## config.mk

```make
export PLATFORM = sky130hd
export DESIGN_NAME = md5_stream_hasher
export DESIGN_NICKNAME = d
export VERILOG_FILES = /design/src/sv/md5sh_pkg.sv /design/src/sv/md5sh_queue.sv /design/src/sv/md5sh_front.sv /design/src/sv/md5sh_core.sv /design/src/sv/md5_stream_hasher.sv
export VERILOG_INCLUDE_DIRS = /design/src /design/src/sv
export SDC_FILE = /design/constraint.sdc
export NUM_CORES = 2
export LEC_CHECK = 0
export ABC_AREA = 1
export BUFFER_PORTS_ARGS = -buffer_cell sky130_fd_sc_hd__buf_2
export CAP_MARGIN = 15
export CORE_MARGIN = 10
export CORE_UTILIZATION = 40
export CTS_BUF_LIST = sky130_fd_sc_hd__clkbuf_4 sky130_fd_sc_hd__clkbuf_8
export CTS_CLUSTER_DIAMETER = 30
export DETAILED_ROUTE_END_ITERATION = 10
export PLACE_DENSITY = 0.54
export SYNTH_ARGS = -nofsm -noshare
export SYNTH_HDL_FRONTEND = slang
export SYNTH_SLANG_ARGS = --single-unit
export TNS_END_PERCENT = 20
```

## constraint.sdc

```tcl
create_clock -name clk_i -period 101.3 [get_ports clk_i]
set_clock_uncertainty 0.1 [all_clocks]
set_input_delay 5.065 -clock clk_i [delete_from_list [all_inputs] [get_ports clk_i]]
set_output_delay 5.065 -clock clk_i [all_outputs]
set_load 0.01 [all_outputs]
```

## src/sv/md5_stream_hasher_defines.svh

```systemverilog
// Assertion macros for the MD5 stream hasher.
// Depends on nothing; the asserting modules need clk_i and rst_ni in scope.
`ifndef MD5_STREAM_HASHER_DEFINES_SVH
`define MD5_STREAM_HASHER_DEFINES_SVH
`ifndef NO_ASSERTIONS
`define MD5_ASSERT(lbl, prop) \
  lbl: assert property (@(posedge clk_i) disable iff (!rst_ni) (prop)) \
    else $error("md5 assertion failed");
`define MD5_ASSERT_NEVER(lbl, cond) \
  lbl: assert property (@(posedge clk_i) disable iff (!rst_ni) !(cond)) \
    else $error("md5 forbidden condition");
`else
`define MD5_ASSERT(lbl, prop)
`define MD5_ASSERT_NEVER(lbl, cond)
`endif
`endif

```

## src/sv/md5sh_pkg.sv

```systemverilog
// Types, constants and round tables for the MD5 stream hasher.
// No dependencies.
package md5sh_pkg;

  typedef struct packed {
    logic [7:0] data_byte;
    logic       byte_valid;
    logic       last;
  } in_t;

  typedef struct packed {
    logic [63:0] digest_high;
    logic [63:0] digest_low;
  } out_t;

  typedef logic [15:0][31:0] blk_words_t;
  typedef logic [63:0][7:0]  blk_bytes_t;

  typedef struct packed {
    blk_words_t words;
    logic       is_final;
  } blk_t;

  typedef enum logic [2:0] {
    FS_BYTE = 3'b001,
    FS_PAD  = 3'b010,
    FS_LEN  = 3'b100
  } front_state_e;

  typedef enum logic [2:0] {
    CS_IDLE = 3'b001,
    CS_RUN  = 3'b010,
    CS_FIN  = 3'b100
  } core_state_e;

  localparam logic [31:0] INIT_A = 32'h67452301;
  localparam logic [31:0] INIT_B = 32'hefcdab89;
  localparam logic [31:0] INIT_C = 32'h98badcfe;
  localparam logic [31:0] INIT_D = 32'h10325476;

  localparam logic [7:0] PAD_BYTE = 8'h80;

  localparam logic [31:0] ROUND_K [64] = '{
    32'hd76aa478, 32'he8c7b756, 32'h242070db, 32'hc1bdceee,
    32'hf57c0faf, 32'h4787c62a, 32'ha8304613, 32'hfd469501,
    32'h698098d8, 32'h8b44f7af, 32'hffff5bb1, 32'h895cd7be,
    32'h6b901122, 32'hfd987193, 32'ha679438e, 32'h49b40821,
    32'hf61e2562, 32'hc040b340, 32'h265e5a51, 32'he9b6c7aa,
    32'hd62f105d, 32'h02441453, 32'hd8a1e681, 32'he7d3fbc8,
    32'h21e1cde6, 32'hc33707d6, 32'hf4d50d87, 32'h455a14ed,
    32'ha9e3e905, 32'hfcefa3f8, 32'h676f02d9, 32'h8d2a4c8a,
    32'hfffa3942, 32'h8771f681, 32'h6d9d6122, 32'hfde5380c,
    32'ha4beea44, 32'h4bdecfa9, 32'hf6bb4b60, 32'hbebfbc70,
    32'h289b7ec6, 32'heaa127fa, 32'hd4ef3085, 32'h04881d05,
    32'hd9d4d039, 32'he6db99e5, 32'h1fa27cf8, 32'hc4ac5665,
    32'hf4292244, 32'h432aff97, 32'hab9423a7, 32'hfc93a039,
    32'h655b59c3, 32'h8f0ccc92, 32'hffeff47d, 32'h85845dd1,
    32'h6fa87e4f, 32'hfe2ce6e0, 32'ha3014314, 32'h4e0811a1,
    32'hf7537e82, 32'hbd3af235, 32'h2ad7d2bb, 32'heb86d391
  };

  localparam logic [4:0] ROT_AMT [16] = '{
    5'd7, 5'd12, 5'd17, 5'd22, 5'd5, 5'd9, 5'd14, 5'd20,
    5'd4, 5'd11, 5'd16, 5'd23, 5'd6, 5'd10, 5'd15, 5'd21
  };

endpackage

```

## src/sv/md5sh_queue.sv

```systemverilog
// Two-entry block queue between the packer front end and the round core.
// Depends on md5sh_pkg.
module md5sh_queue (
  input  logic            clk_i,
  input  logic            rst_ni,
  input  logic            push_i,
  input  md5sh_pkg::blk_t push_data_i,
  output logic            full_o,
  output logic            pop_valid_o,
  input  logic            pop_i,
  output md5sh_pkg::blk_t pop_data_o
);
  import md5sh_pkg::*;

  blk_t       mem_q [2];
  logic       wr_ptr_q, wr_ptr_d, rd_ptr_q, rd_ptr_d;
  logic [1:0] cnt_q, cnt_d;
  logic       do_push, do_pop;

  assign full_o      = (cnt_q == 2'd2);
  assign pop_valid_o = (cnt_q != 2'd0);
  assign pop_data_o  = mem_q[rd_ptr_q];
  assign do_push     = push_i && !full_o;
  assign do_pop      = pop_i && pop_valid_o;

  always_comb begin
    wr_ptr_d = do_push ? !wr_ptr_q : wr_ptr_q;
    rd_ptr_d = do_pop ? !rd_ptr_q : rd_ptr_q;
    cnt_d    = cnt_q + 2'(do_push) - 2'(do_pop);
  end

  always_ff @(posedge clk_i or negedge rst_ni) begin
    if (!rst_ni) begin
      wr_ptr_q <= 1'b0;
      rd_ptr_q <= 1'b0;
      cnt_q    <= 2'd0;
    end else begin
      wr_ptr_q <= wr_ptr_d;
      rd_ptr_q <= rd_ptr_d;
      cnt_q    <= cnt_d;
    end
  end

  always_ff @(posedge clk_i) begin
    if (do_push) begin
      mem_q[wr_ptr_q] <= push_data_i;
    end
  end

endmodule

```

## src/sv/md5sh_front.sv

```systemverilog
// Byte packer and padding generator: builds 64-byte blocks for the queue.
// Depends on md5sh_pkg.
module md5sh_front (
  input  logic             clk_i,
  input  logic             rst_ni,
  input  logic             in_valid_i,
  output logic             in_stall_o,
  input  md5sh_pkg::in_t   in_data_i,
  output logic             push_o,
  output md5sh_pkg::blk_t  push_data_o,
  input  logic             full_i
);
  import md5sh_pkg::*;

  front_state_e state_q, state_d;
  blk_bytes_t   buf_q, buf_d;
  logic [60:0]  cnt_q, cnt_d;
  logic [5:0]   pos;
  logic [63:0]  bit_len;
  logic         accept;
  blk_bytes_t   pad_bytes;
  blk_words_t   pad_words, len_words;

  assign pos        = cnt_q[5:0];
  assign bit_len    = {cnt_q, 3'b000};
  assign in_stall_o = !(state_q == FS_BYTE) || full_i;
  assign accept     = in_valid_i && !in_stall_o;

  always_comb begin
    pad_bytes = buf_q;
    for (int k = 0; k < 64; k++) begin
      if (6'(k) == pos) begin
        pad_bytes[k] = PAD_BYTE;
      end else if (6'(k) > pos) begin
        pad_bytes[k] = 8'h00;
      end
    end
    pad_words = blk_words_t'(pad_bytes);
    if (pos < 6'd56) begin
      pad_words[14] = bit_len[31:0];
      pad_words[15] = bit_len[63:32];
    end
    len_words     = '0;
    len_words[14] = bit_len[31:0];
    len_words[15] = bit_len[63:32];
  end

  always_comb begin
    state_d     = state_q;
    buf_d       = buf_q;
    cnt_d       = cnt_q;
    push_o      = 1'b0;
    push_data_o = '{words: blk_words_t'(buf_q), is_final: 1'b0};
    unique case (state_q)
      FS_BYTE: begin
        if (accept) begin
          if (in_data_i.byte_valid) begin
            buf_d[pos] = in_data_i.data_byte;
            cnt_d      = cnt_q + 61'd1;
            if (pos == 6'd63) begin
              push_o      = 1'b1;
              push_data_o = '{words: blk_words_t'(buf_d), is_final: 1'b0};
            end
          end
          if (in_data_i.last) begin
            state_d = FS_PAD;
          end
        end
      end
      FS_PAD: begin
        if (!full_i) begin
          push_o = 1'b1;
          if (pos < 6'd56) begin
            push_data_o = '{words: pad_words, is_final: 1'b1};
            cnt_d       = '0;
            state_d     = FS_BYTE;
          end else begin
            push_data_o = '{words: pad_words, is_final: 1'b0};
            state_d     = FS_LEN;
          end
        end
      end
      FS_LEN: begin
        if (!full_i) begin
          push_o      = 1'b1;
          push_data_o = '{words: len_words, is_final: 1'b1};
          cnt_d       = '0;
          state_d     = FS_BYTE;
        end
      end
      default: state_d = FS_BYTE;
    endcase
  end

  always_ff @(posedge clk_i or negedge rst_ni) begin
    if (!rst_ni) begin
      state_q <= FS_BYTE;
      cnt_q   <= '0;
    end else begin
      state_q <= state_d;
      cnt_q   <= cnt_d;
    end
  end

  always_ff @(posedge clk_i) begin
    buf_q <= buf_d;
  end

endmodule

```

## src/sv/md5sh_core.sv

```systemverilog
// MD5 round engine: one round per cycle, chaining words and digest register.
// Depends on md5sh_pkg and md5_stream_hasher_defines.svh.
`include "md5_stream_hasher_defines.svh"
module md5sh_core (
  input  logic            clk_i,
  input  logic            rst_ni,
  input  logic            blk_valid_i,
  output logic            blk_pop_o,
  input  md5sh_pkg::blk_t blk_data_i,
  output logic            out_valid_o,
  input  logic            out_stall_i,
  output md5sh_pkg::out_t out_data_o
);
  import md5sh_pkg::*;

  core_state_e state_q, state_d;
  logic [5:0]  round_q, round_d;
  logic [31:0] a_q, b_q, c_q, d_q, a_d, b_d, c_d, d_d;
  logic [31:0] chain_q [4];
  logic [31:0] chain_d [4];
  blk_words_t  msg_q;
  logic        is_final_q;
  logic        out_valid_q, out_valid_d;
  out_t        out_q, out_d;
  logic [31:0] f, tmp;
  logic [3:0]  g;
  logic [63:0] rot;
  logic        out_free;

  function automatic logic [31:0] bswap(input logic [31:0] x);
    return {x[7:0], x[15:8], x[23:16], x[31:24]};
  endfunction

  assign out_free    = !out_valid_q || !out_stall_i;
  assign blk_pop_o   = (state_q == CS_IDLE) && blk_valid_i;
  assign out_valid_o = out_valid_q;
  assign out_data_o  = out_q;

  always_comb begin
    unique case (round_q[5:4])
      2'd0: begin
        f = (b_q & c_q) | (~b_q & d_q);
        g = round_q[3:0];
      end
      2'd1: begin
        f = (b_q & d_q) | (c_q & ~d_q);
        g = 4'(round_q[3:0] * 4'd5 + 4'd1);
      end
      2'd2: begin
        f = b_q ^ c_q ^ d_q;
        g = 4'(round_q[3:0] * 4'd3 + 4'd5);
      end
      default: begin
        f = c_q ^ (b_q | ~d_q);
        g = 4'(round_q[3:0] * 4'd7);
      end
    endcase
    tmp = a_q + f + ROUND_K[round_q] + msg_q[g];
    rot = {tmp, tmp} << ROT_AMT[{round_q[5:4], round_q[1:0]}];
  end

  always_comb begin
    state_d     = state_q;
    round_d     = round_q;
    a_d         = a_q;
    b_d         = b_q;
    c_d         = c_q;
    d_d         = d_q;
    chain_d     = chain_q;
    out_d       = out_q;
    out_valid_d = out_valid_q && out_stall_i;
    unique case (state_q)
      CS_IDLE: begin
        if (blk_valid_i) begin
          a_d     = chain_q[0];
          b_d     = chain_q[1];
          c_d     = chain_q[2];
          d_d     = chain_q[3];
          round_d = '0;
          state_d = CS_RUN;
        end
      end
      CS_RUN: begin
        a_d     = d_q;
        d_d     = c_q;
        c_d     = b_q;
        b_d     = b_q + rot[63:32];
        round_d = round_q + 6'd1;
        if (round_q == 6'd63) begin
          state_d = CS_FIN;
        end
      end
      CS_FIN: begin
        if (!is_final_q) begin
          chain_d[0] = chain_q[0] + a_q;
          chain_d[1] = chain_q[1] + b_q;
          chain_d[2] = chain_q[2] + c_q;
          chain_d[3] = chain_q[3] + d_q;
          state_d    = CS_IDLE;
        end else if (out_free) begin
          out_d.digest_high = {bswap(chain_q[0] + a_q), bswap(chain_q[1] + b_q)};
          out_d.digest_low  = {bswap(chain_q[2] + c_q), bswap(chain_q[3] + d_q)};
          out_valid_d       = 1'b1;
          chain_d           = '{INIT_A, INIT_B, INIT_C, INIT_D};
          state_d           = CS_IDLE;
        end
      end
      default: state_d = CS_IDLE;
    endcase
  end

  always_ff @(posedge clk_i or negedge rst_ni) begin
    if (!rst_ni) begin
      state_q     <= CS_IDLE;
      round_q     <= '0;
      chain_q     <= '{INIT_A, INIT_B, INIT_C, INIT_D};
      out_valid_q <= 1'b0;
    end else begin
      state_q     <= state_d;
      round_q     <= round_d;
      chain_q     <= chain_d;
      out_valid_q <= out_valid_d;
    end
  end

  always_ff @(posedge clk_i) begin
    a_q   <= a_d;
    b_q   <= b_d;
    c_q   <= c_d;
    d_q   <= d_d;
    out_q <= out_d;
    if (blk_pop_o) begin
      msg_q      <= blk_data_i.words;
      is_final_q <= blk_data_i.is_final;
    end
  end

  `MD5_ASSERT(a_round_start, blk_pop_o |=> (round_q == 6'd0) && (state_q == CS_RUN))
  `MD5_ASSERT(a_out_from_fin, $rose(out_valid_q) |-> $past(state_q == CS_FIN))
  `MD5_ASSERT(a_chain_reinit, (state_q == CS_FIN && is_final_q && out_free) |=> (chain_q[0] == INIT_A) && (chain_q[3] == INIT_D))
  `MD5_ASSERT_NEVER(a_no_pop_busy, blk_pop_o && (state_q != CS_IDLE))

endmodule

```

## src/sv/md5_stream_hasher.sv

```systemverilog
// Top level of the MD5 stream hasher: front end, block queue, round core.
// Depends on md5sh_pkg, md5sh_front, md5sh_queue, md5sh_core.
//
//   channel | direction | handshake              | payload
//   in      | to block  | in_valid_i / in_stall_o | in_data_i  (md5sh_pkg::in_t)
//   out     | from block| out_valid_o / out_stall_i| out_data_o (md5sh_pkg::out_t)
//
// Bytes are taken one per cycle while the front is not emitting padding blocks and the queue has room.
// Each 64-byte block passes through the round core in order: load, 64 rounds, add.
// An item marked last makes the front emit one or two padding blocks.
// Reset is asynchronous and needs no clearing pass; the block is ready at once.
// A stalled digest holds the core after its final block; the front keeps filling until the queue is full.
module md5_stream_hasher (
  input  logic            clk_i,
  input  logic            rst_ni,
  input  logic            in_valid_i,
  output logic            in_stall_o,
  input  md5sh_pkg::in_t  in_data_i,
  output logic            out_valid_o,
  input  logic            out_stall_i,
  output md5sh_pkg::out_t out_data_o
);
  import md5sh_pkg::*;

  logic push, full, pop_valid, pop;
  blk_t push_data, pop_data;

  md5sh_front u_front (
    .clk_i       (clk_i),
    .rst_ni      (rst_ni),
    .in_valid_i  (in_valid_i),
    .in_stall_o  (in_stall_o),
    .in_data_i   (in_data_i),
    .push_o      (push),
    .push_data_o (push_data),
    .full_i      (full)
  );

  md5sh_queue u_queue (
    .clk_i       (clk_i),
    .rst_ni      (rst_ni),
    .push_i      (push),
    .push_data_i (push_data),
    .full_o      (full),
    .pop_valid_o (pop_valid),
    .pop_i       (pop),
    .pop_data_o  (pop_data)
  );

  md5sh_core u_core (
    .clk_i       (clk_i),
    .rst_ni      (rst_ni),
    .blk_valid_i (pop_valid),
    .blk_pop_o   (pop),
    .blk_data_i  (pop_data),
    .out_valid_o (out_valid_o),
    .out_stall_i (out_stall_i),
    .out_data_o  (out_data_o)
  );

endmodule

```

# ---- Yosys cells after proc, flatten, opt, wreduce, memory -nomap -nowiden
# Memory sizes are Yosys's and may differ from the RTL's. A register that Yosys moved wholly into a read port is not among the register bits.
# Cells that the tools add are included.
dict set report classes {
  eq_ne 84
  magnitude_cmp 70
  reduce_logical 28
  shift 1
  add_sub_neg 14
  n_mux 186
  n_mul 3
  bitwise 14
}
# op n
set op_table {}
lappend op_table {{two-way mux 513 bit} 5}
lappend op_table {{one-hot mux 513 bit (3 select lines)} 1}
lappend op_table {{two-way mux 8 bit} 129}
lappend op_table {{bitwise mux 512 bit} 1}
lappend op_table {{two-way mux 61 bit} 5}
lappend op_table {{adder 32 bit} 8}
lappend op_table {{two-way mux 128 bit} 2}
lappend op_table {{one-hot mux 32 bit (2 select lines)} 4}
lappend op_table {{two-way mux 32 bit} 7}
lappend op_table {{equality test 6 bit, first input constant} 32}
lappend op_table {{greater-than comparator 6 bit, first input constant} 32}
lappend op_table {{one-hot mux 61 bit (3 select lines)} 1}
lappend op_table {{bitwise AND 32 bit} 4}
lappend op_table {{binary-select mux 32 bit (select 4 bit)} 1}
lappend op_table {{equality test 5 x 6 -> 1 bit, first input constant} 16}
lappend op_table {{greater-than comparator 5 x 6 -> 1 bit, first input constant} 16}
lappend op_table {{OR 32 bit} 3}
lappend op_table {{one-hot mux 32 bit (3 select lines)} 1}
lappend op_table {{XOR 32 bit} 3}
lappend op_table {{two-way mux 64 bit} 1}
lappend op_table {{NOT 32 bit} 2}
lappend op_table {{<< shifter 64 x 5 -> 64 bit} 1}
lappend op_table {{adder 61 x 1 -> 61 bit, second input constant} 1}
lappend op_table {{demux 8 bit (select 6 bit)} 1}
lappend op_table {{other kinds (52)} 123}
dict set report word_totals {
  mem_bits_rw 1026
  out_inout_bits 130
  rom_bits 2128
  mem_count 3
  input_bits 14
  regBits 974
  elab_cells 485
}
# memory words word_bits read_ports rd_clocked_by_memory_dff wr line_no
set memory_table {}
lappend memory_table {{(no name shown)} 64 32 1 0 0 md5sh_core.sv:58} ;# tmp = a_q + f + ROUND_K[round_q] + msg_q[g];
lappend memory_table {u_queue.mem_q 2 513 1 1 1 md5sh_queue.sv:15} ;# blk_t mem_q [2];
lappend memory_table {{(no name shown)} 16 5 1 0 0 md5sh_core.sv:59} ;# rot = {tmp, tmp} << ROT_AMT[{round_q[5:4], round_q[1:0]}];

# ---- Longest topological paths before layout
dict set report depth {
  word_depth 10
  depth_mapped 56
  mapped_depth_nobuf 54
}

# ---- Cells and area by module
# Synthesis repeated with hierarchy kept, for this count alone.
dict set report hier_totals {
  cells_unflattened 12990
  area_unflattened_um2 124459.4
}
# module area_per_inst_um2 seq_area_each_um2 instances cells_each
set by_module_without_submodules {}
lappend by_module_without_submodules {md5sh_core 53049.6 26626.8 1 5842}
lappend by_module_without_submodules {md5sh_queue 37388.4 30909.6 1 2711}
lappend by_module_without_submodules {md5sh_front 34021.4 16977.5 1 4437}

# ---- Least setup slack after synthesis
# No wires, ideal clock.
dict set report synth_path {
  kind {input to register}
  start {input port in_valid_i}
  end {memory u_queue.mem_q[1][0] (netlist bit), enable pin}
  cell_stages 12
  path_slack_ns 51.617
  required_time_ns 99.799
  n_path_buf 2
  setup_ns 1.401
  arrival_ns 48.182
  cell_sequence {nand3_1 > nor2_1 > inv_2 > nor2_1 > inv_2 > nand2_1 > inv_2 > nor2_2 > inv_2 > buf_2 > buf_2 > nor2_1}
}
dict set report synth_between {
  elab_chain_cells 6
}
# element line_no
set synth_lines {}
lappend synth_lines {{start, declared} md5_stream_hasher.sv:16} ;# input logic in_valid_i,
lappend synth_lines {{logical AND 1 bit} md5sh_front.sv:27} ;# assign accept = in_valid_i && !in_stall_o;
lappend synth_lines {{two-way mux 1 bit} md5sh_front.sv:56} ;# if (accept) begin
lappend synth_lines {{one-hot mux 1 bit (2 select lines)} md5sh_front.sv:54} ;# unique case (state_q)
lappend synth_lines {{logical AND 1 bit} md5sh_queue.sv:23} ;# assign do_push = push_i && !full_o;
lappend synth_lines {{two-way mux 1 bit} md5sh_queue.sv:45} ;# if (do_push) begin
lappend synth_lines {{two-way mux 1 bit (not written as such)} md5sh_queue.sv:46} ;# mem_q[wr_ptr_q] <= push_data_i;
lappend synth_lines {{end, declared} md5sh_queue.sv:15}
# Every way passes these cells.

# ---- Worst setup path after layout
dict set report layout_path {
  start {register u_core.round_q[4]}
  end {register u_core.b_q[22], data pin}
}
dict set report layout_between {
  elab_chain_cells 9
  elab_cells_between_ends 21
  cone_classes {4 x add/sub; 2 x eq/ne; 1 x shift; 9 x mux; 2 x bitwise; 1 x reduce/logical; 2 x memory}
}
# element line_no
set layout_lines {}
lappend layout_lines {{start, declared} md5sh_core.sv:17} ;# logic [5:0] round_q, round_d;
lappend layout_lines {{start signal, assigned} md5sh_core.sv:120} ;# round_q <= round_d;
lappend layout_lines {{branches (longest 6 deep; another with adder 32 bit)} --}
lappend layout_lines {{<< shifter 64 x 5 -> 64 bit *} md5sh_core.sv:59}
lappend layout_lines {{adder 32 bit *} md5sh_core.sv:87} ;# b_d = b_q + rot[63:32];
lappend layout_lines {{one-hot mux 32 bit (2 select lines) *} md5sh_core.sv:72} ;# unique case (state_q)
lappend layout_lines {{via u_core.b_d[22]} md5sh_core.sv:18} ;# logic [31:0] a_q, b_q, c_q, d_q, a_d, b_d, c_d, d_d;
lappend layout_lines {{end signal, assigned} md5sh_core.sv:128} ;# b_q <= b_d;
lappend layout_lines {{end, declared} md5sh_core.sv:18}
# Mark *: on every way through the listed nets, which the timed path passes. The select of a mux whose other input is x is not followed.
# A chain may end at the register's enable or synchronous reset.

==> out/metrics.yaml <==
hold_slack_ns: 0.3673
slew_violations: 0
dp_cells: 16360
grt_pass1_vias: 94550
p_total_mw: 3.267
area.growth.synth_to_final_pct: 14.99
avgViaCountPerCell: 5.562
num_rows: 203
required_ns: 102.06
worst-setup-path-type: "reg2reg"
drt-initial-drc-count: 11000
synth_area_leaders: "edfxtp_1 56%, nand2_1 12%, o21ai_0 5.5%"
dpl_worst_slack_ns: 88.77
synth_flop_cell: "edfxtp_1"
route.detailed.drc: 0
routabilityCongestion: 0.9795
cp-end-kind: "register"
wl_per_cell_um: 25.94
maxClockFrequency_mhz: 80.03
clkSlewWorstSetupHoldPaths_ns: 0.06
met2_usage_pct: 42.04
grt-busiest-layer: "met2"
synth_edf_count: 2307
start_util_pct: 40.15
reg2reg_slack_ns: 88.80
worstMarginPinSlew_ns: 1.303
fp.dieArea_mm2: 0.3292
routed_wl_mm: 452.5
crit_fanout: 85
fin_cells: 17440
timing.final.ws_setup_ns: 88.80
grt_use_met1_pct: 34.76
rsz0062_at_grt: "no"
critPathSlowestCell: "dfrtp_1"
die_y_um: 573.8
hold_viol_final: 0
drive_gt1_share_pct: 11.49
cpMostUsedCell: "nand3_1"
root_buffer: "clkbuf_8"
placement.cell_area_mm2: 0.1280
slowest_delay_ns: 0.86
worstReg2RegStart: "u_core.round_q[4]"
grtUsageMet3_pct: 5.003
holdCritStartpoint: "u_queue.mem_q[0][50]"
ys_warn_count: 0
drt_pre_antenna_iters: 6
status: "complete, no violations"
synth_async_sr_flop_share_pct: 8.197
fin_area_mm2: 0.1411
setup_viol: 0
grt.overflow.total: 0
rr_worst_depth: 43
hold_class: "reg2reg"
p_leak_nw: 56.14
drtAntennaViolNets: 0
synth_top_area_share_pct: 56.48
yosys_register_bits: 2513
yosysSeqAreaShare_pct: 60.75
period_share_pct: 12.34
io_buffers: 143
cts_resized: 0
fp.dieW_um: 573.8
syn_area_mm2: 0.1227
grt_pass1_wl_mm: 652.1
synth.largest_area_cell: "edfxtp_1"
cap_viol_max_count: 0
ir_worst_vdd_v: 0.00002662
antenna_found_initial: 28
synthCells: 12530
numCtsBuffers: 581
r2r-end: "u_core.b_q[22]"
io_pins: 144
via_count: 97010
core_area_mm2: 0.3056
cts_tree: "built"
p_per_area_mw_per_mm2: 23.16
grt_max_degree: 175
critPathLaunchType: "register"
clk_latency_ns: 1.18
final-seq-area_mm2: 0.07452
postSynthAreaPerCell_um2: 9.791
post-synth-top-count-cell: "nand2_1"
tns_ns: 0
ys_types: 77
cts.sinks: 2513
min_to: "u_core.msg_q[49]"
nets: 13150
grtUsageTotal_pct: 26.28
crit_arrival_ns: 13.26
fill_cells: 28710
final_core_util_pct: 46.16
ctsLongestPathBuffers: 4
hold_buffers: 0
min_period_ns: 12.50
h-tree-depth: 6
syn_nets: 12830
cts_setup_buffers: 0
max_slew_margin_pct: 13.14
multi_input_area_mm2: 0.04200
netlist_top_cells_count: "3790 x nand2_1, 2307 x edfxtp_1, 1340 x o21ai_0, 1038 x inv_1, 920 x nand3_1"
dpl.hpwl_mm: 301.7
hold_depth: 2
[final cells by class]
cell class	instances	area share (%)
Multi-Input combinational cell	8322	29.77
Clock buffer	686	6.299
Clock inverter	377	2.875
Antenna cell	16	0.02838
Timing Repair Buffer	345	1.662
Inverter	1083	2.897
Tap cell	4100	3.637
Sequential cell	2513	52.83
[registers in the layout (all words and copies together) (netlist names), 2 cells and up]
name / cells
u_queue.mem_q: 1026
u_core.msg_q: 512
u_front.buf_q: 512
u_core.chain_q: 128
u_core.out_data_o: 128
u_front.cnt_q: 61
u_core.a_q: 32
u_core.b_q: 32
u_core.c_q: 32
u_core.d_q: 32
u_core.round_q: 6
u_core.state_q: 3
u_front.state_q: 3
u_queue.cnt_q: 2
[layer usage]
metal	vias to the layer above	wire [um]	part of all wire, %
met2	4590	207700	46
li1	44110	-	-
met3	993	35430	7.8
met1	47310	185900	41
met5	-	62	0.014
met4	10	23400	5.2
[worst max path at each step]
stage | startpoint | end | slack, ns | cells past startpoint
after floorplan | in_valid_i | u_queue.mem_q[1][0] | 51.62 | 12
after global placement | u_core.round_q[4] | u_core.b_q[22] | 88.75 | 45
after detailed placement | u_core.round_q[4] | u_core.b_q[22] | 88.77 | 45
after CTS | u_core.round_q[4] | u_core.b_q[22] | 88.80 | 45
after global routing | u_core.round_q[4] | u_core.b_q[22] | 88.01 | 46
final | u_core.round_q[4] | u_core.b_q[22] | 88.80 | 43
[placed cells by master (no fill, tap or decap), drive strengths merged, types with 16 or more instances in the layout]
cell type,count
o211ai,62
diode,16
o21ai,1391
bufinv,68
edfxtp,2307
a32oi,58
o22ai,24
a31oi,87
a22o,69
clkbuf,687
xnor2,75
nand3,922
nand2,3798
fa,69
clkinvlp,41
a21boi,65
nor4,22
ha,219
nor3,118
a21oi,394
nor2,526
clkinv,236
o221ai,40
nand4,35
a22oi,39
dfrtp,140
inv,1115
o21bai,22
or2,21
a211oi,16
dfstp,66
buf,344
a221oi,16
xor2,100
[report_power, final]
part	switching [mW]	internal (mW)
clock network	0.520	0.769
logic	0.416	0.101
registers	0.0439	1.42
[worst max-delay path: cells and delay by family, from the launching register on]
family	cells	cell delay, ns
buf+inv	6	2.20
simple gates	18	3.24
compound gates	13	3.55
xor+xnor	1	0.17
fa+ha+maj	5	1.94
flops	1	0.86
[cells by family (layout without fill, tap and decap cells)]
logic type | Yosys count | count (layout) | share of synthesized area [%]
DFF | 2513 | 2513 | 60.75
xor gates and xnor gates | 175 | 175 | 1.250
and+or+nand+nor | 5461 | 5461 | 18.16
muxes | 3 | 3 | 0.02448
buffers and inverters | 1693 | 2491 | 5.209
adders and majority gates | 288 | 288 | 3.360
AOI/OAI and AO/OA | 2395 | 2395 | 11.25
other | 0 | 16 | 0
(Power assumes the default switching activity.)
